<file path="src/rtl/c8ie_frame.sv">
// Frame store: 256 bytes, one read and one write port, registered read data.
// A valid bit per byte gives the cleared value after reset or a screen clear.
module c8ie_frame (
  input  logic       clk,
  input  logic       rst_n,
  input  logic       clr,
  input  logic       we,
  input  logic [7:0] waddr,
  input  logic [7:0] wdata,
  input  logic [7:0] raddr,
  output logic [7:0] rdata
);
  logic [7:0]   mem [256];
  logic [255:0] vld_r;
  logic [7:0]   q_r;
  logic         qv_r;

  // Valid bits.
  always_ff @(posedge clk) begin
    if (!rst_n || clr) begin
      vld_r <= '0;
    end else if (we) begin
      vld_r[waddr] <= 1'b1;
    end
  end

  // Storage array and registered read.
  always_ff @(posedge clk) begin
    if (we) begin
      mem[waddr] <= wdata;
    end
    q_r  <= mem[raddr];
    qv_r <= vld_r[raddr];
  end

  assign rdata = qv_r ? q_r : 8'd0;
endmodule
</file>
<file path="config.mk">
export PLATFORM = sky130hd
export DESIGN_NAME = c8ie_frame
export DESIGN_NICKNAME = d
export VERILOG_FILES = /design/src/rtl/c8ie_frame.sv
export SDC_FILE = /design/constraint.sdc
export NUM_CORES = 2
export LEC_CHECK = 0
export BUFFER_PORTS_ARGS = -buffer_cell sky130_fd_sc_hd__buf_2
export CELL_PAD_IN_SITES_DETAIL_PLACEMENT = 0
export CELL_PAD_IN_SITES_GLOBAL_PLACEMENT = 1
export CORE_MARGIN = 1.5
export CORE_UTILIZATION = 41
export CTS_CLUSTER_DIAMETER = 30
export DETAILED_ROUTE_END_ITERATION = 10
export GPL_TIMING_DRIVEN = 0
export PLACE_DENSITY = 0.65
export SLEW_MARGIN = 20
export SYNTH_ARGS = -nofsm -noshare
export SYNTH_HDL_FRONTEND = slang
export SYNTH_SLANG_ARGS = --single-unit
</file>
<file path="constraint.sdc">
create_clock -name clk -period 1.9 [get_ports clk]
set_input_delay 0.095 -clock clk [delete_from_list [all_inputs] [get_ports clk]]
set_output_delay 0.095 -clock clk [all_outputs]
set_load 0.02 [all_outputs]
</file>
* Yosys cells after proc, flatten, opt, wreduce, memory -nomap -nowiden
Memories as Yosys holds them, arrays and structs flattened. A register that Yosys moved wholly into a read port is not among the register bits.
Cells that the tools add are included.
** Storage, ports and cells
- Latch bits :: 0
- Bits in registers :: 257
- Bits in writable memories :: 2048
- Word-level logic and storage cells :: 17
- Memories kept :: 1
- Output and inout port bits :: 8
- ROM bits :: 0
- Bits of input ports :: 28
** Operators by class
- Multipliers :: 0
- Add/subtract/negate cells :: 0
- Shifts and indexed selects :: 0
- Equal/unequal tests :: 0
- Bitwise logic cells :: 1
- Div/mod/pow operators :: 0
- Reduce and logical (&&, ||, !) cells :: 3
- Order comparisons :: 3
- Mux-type cells :: 7
** Memories
- mem :: words 256, width 8, rd ports 1, clocked after Yosys merged registers in 1, write ports 1, RTL line 13 : logic [7:0] mem [256];
** Operators with widths (count)
- OR 256 bit :: 1
- < comparator 8 x 9 -> 1 bit (second input constant) :: 2
- binary-select mux 1 bit (select 8 bit) :: 1
- demux 1 bit (select 8 bit) :: 1
- greater-or-equal comparator 8 x 1 -> 1 bit (second input constant) :: 1
- two-way mux 8 bit :: 1
- two-way mux 1 bit :: 4
- logical AND 1 bit :: 1
- zero test 1 bit :: 1
- logical OR 1 bit :: 1

* Logic depth before layout (Yosys ltp)
- Depth in word-level cells :: 5
- Mapped depth :: 11
- Mapped depth without buffers :: 6

* Least setup slack after synthesis
No wires, ideal clock.
- Path type :: in2reg
- From :: input we
- To :: memory mem[207][0] (enable)
- Path buffers :: 3
- Stages on the path :: 6
- Library setup time :: 0.374 ns
- Arrival :: 1.689 ns
- Path slack :: -0.162 ns
- Cells stage by stage :: clkbuf_1 -> inv_1 -> or4_1 -> clkbuf_1 -> clkbuf_1 -> nor2_1
** On the way
- Cells in the longest elaborated chain, start to end :: 2
** RTL lines
- from (decl) :: RTL line 7 : input logic we,
- two-way mux 1 bit :: RTL line 29 : if (we) begin
- two-way mux 1 bit (not written as such) :: RTL line 30 : mem[waddr] <= wdata;
- to (decl) :: RTL line 13
No other way between the ends.

==> reports/results.ini <==
[die]
die-area_mm2 = 0.219
start_util_pct = 41.3
coreArea_mm2 = 0.215
floorplan.io_pins = 36
die-width_um = 468
placementRows = 170
die_height_um = 468

[run]
max-cap-violations = 0

[sta]
finClkSkew_ps = 59.3
finalSetupTns_ps = -23680
max_freq_mhz = 409
fin_crit_sh_pct = 129
min_period_ps = 2450
tightest_slew_ps = 1240
setup_violations = 296
hold_viol = 0
rsz0062_at_grt = yes
slew-limit-headroom_pct = 17.3
finalMaxSlewViolations = 0
fin_ws_ps = -546

[finish]
fin_nets = 5295
final_cell_mix = edfxtp_1, nor2_1, mux4_2
area_growth_pct = 26.1
layout_commonest_cell = edfxtp_1
layout-drive-gt1-share_pct = 32.9

[setup_path]
path_cells = mux4_2 -> a22oi_2 -> a21oi_1 -> nor2_2 -> nor4b_4 -> nor4_2
rr_worst_depth = 6
cp.required_ps = 2720
startpoint_type = register
cpPeakStageDelay_ps = 630
crit_fanout = 1
crit_cells = 6
worstSetupPathType = register to register
endpoint_kind = register
slowest_stage = nor4b_4
cp.arrival_ps = 3270
path_buf_inv = 0
critPathTopFamily = simple AND/OR/NAND/NOR gates

[place]
place_congestion = 0.900
hpwlAfterDp_mm = 192
port_buffers = 28

[worst_hold_path]
hp-class = input pin to register
hold_path_depth = 3

[clock_tree]
cts_tree = yes
clk_pin_slew_ps = 50
cts_root_buf = clkbuf_16
clockBufferDepth = 4
clock_latency_ps = 1010
cts_max_level = 5
numClockSinks = 2313
cts-buffers-inserted = 462

[yosys]
synth-seq-cells = 2313
ys_types = 51
ys_seq_area_share_pct = 75.3
syn_area_mm2 = 0.0887
synth_nets = 4729
synth-edff-count = 2048
ys.flop_type = edfxtp_1
avgSynthCellArea_um2 = 18.9
yosysWarnings = 0
async_flop_share_pct = 0
syn_inst = 4701

[global_route]
grt_pass1_vias = 49700
antenna_found_initial = 19
grt_max_degree = 141
grt_use_total_pct = 25.7
grt_overflow = 0
grt_pass1_wl_mm = 389

[run_status]
outcome = finished with violations
violations = setup timing

[route]
drtIter0Drc = 6646
antenna_left = 0
wl_mm = 284
routed_via_density = 5.94
num_vias = 50500
drcViolationCount = 0
dr.pass1.iters = 5
wl_per_cell_um = 33.4

[power]
peakVddDrop_v = 0.000832
powerDensity_mw_per_mm2 = 1280
static-leakage-power_nw = 36.2
power.total_mw = 143

worst reg2reg max path: cells and delay by family (launching register included):
| family | cells | cell delay (ps) |
|---|---|---|
| flops | 1 | 350 |
| simple gates | 3 | 1050 |
| compound gates | 2 | 380 |
| mux | 1 | 520 |
registers in the layout (all words and copies together) (netlist names):
signal  flops
mem      2048
q_r         8
qv_r        1
vld_r     256
layer usage:
| layer | GRT usage, % | routed length [µm] | part of all wire, % | up-vias |
|---|---|---|---|---|
| met5 | 0 | 38 | 0.013 | - |
| met4 | 10.9 | 12200 | 4.3 | 6 |
| met3 | 5.89 | 26900 | 9.5 | 583 |
| met2 | 39.7 | 131000 | 46 | 2723 |
| met1 | 35.1 | 114000 | 40 | 26900 |
| li1 | - | - | - | 20300 |
logic make-up (layout without fill, tap and decap cells):
group,count (synthesis),after routing,synth area share (%)
buffers and inverters,295,1245,1.81
DFF,2313,2313,75.3
and+or+nand+nor,899,899,4.16
AOI/OAI and AO/OA,518,518,4.36
muxes,676,676,14.4
other,0,15,0
what timing repair did:
action | in CTS | in global routing
pin swaps | 32 | 35
setup endpoints to repair | 1184 | 834
hold endpoints to repair | 1477 | 0
gates resized for setup | 369 | 162
buffers inserted | 9 | 6
hold buffers | 21 | 0
where the power goes:
part	leakage, nW	internal [mW]	switching [mW]
logic	8.04	1.97	4.37
registers	20.5	55.6	0.0385
clock network	7.63	55.1	26.1
cell type report:
type | instances | area (µm²)
antenna | 15 | 37.5
buffer | 289 | 1910
clock buffer | 563 | 12300
clock inverter | 285 | 3460
fill | 17000 | 103000
inverter | 5 | 22.5
multi-input combinational | 2093 | 22300
sequential | 2313 | 66800
tap | 2838 | 3550
timing repair buffer | 103 | 1500
cells in the mapped netlist (26+ instances only):
| cell type | n | area (µm²) |
|---|---|---|
| edfxtp_1 | 2048 | 61500 |
| nor2_1 | 732 | 2750 |
| mux4_2 | 479 | 10800 |
| dfxtp_1 | 265 | 5310 |
| mux2i_1 | 196 | 1960 |
| a22oi_1 | 177 | 1330 |
| clkbuf_1 | 170 | 638 |
| a21oi_1 | 62 | 310 |
| nand2_1 | 45 | 169 |
| o221ai_1 | 41 | 359 |
| buf_2 | 40 | 200 |
| a221oi_1 | 34 | 298 |
| a211oi_1 | 31 | 233 |
| buf_4 | 30 | 225 |
| o21ba_2 | 30 | 300 |
| o211ai_1 | 27 | 203 |
| o21ai_0 | 26 | 130 |
stage by stage:
| stage | hold slack, ps | setup slack, ps | utilization [%] | area (µm²) | cells |
|---|---|---|---|---|---|
| floorplan | 194 | -45.0 | - | 88900 | 4701 |
| finish | 85.4 | -546 | 52.1 | 112000 | 8504 |
| global route | 60.2 | -483 | 52.1 | 112000 | 8492 |
| global placement | 444 | -3450 | 43.1 | 92600 | 7567 |
| CTS | 18.4 | -483 | 51.7 | 111000 | 8483 |
| detailed placement | 444 | -2650 | 43.6 | 93800 | 7606 |
worst paths after layout:
kind	startpoint	endpoint	slack, ps
setup / recovery	mem[47][1]$_DFFE_PP_	q_r[1]$_DFF_P_	-550
hold / removal	waddr[5]	mem[50][6]$_DFFE_PP_	90
setup reg to reg	mem[47][1]$_DFFE_PP_	q_r[1]$_DFF_P_	-550
hold reg to reg	vld_r[107]$_SDFFE_PP0P_	vld_r[107]$_SDFFE_PP0P_	460
Note: power is estimated with default switching activity, not from simulation.
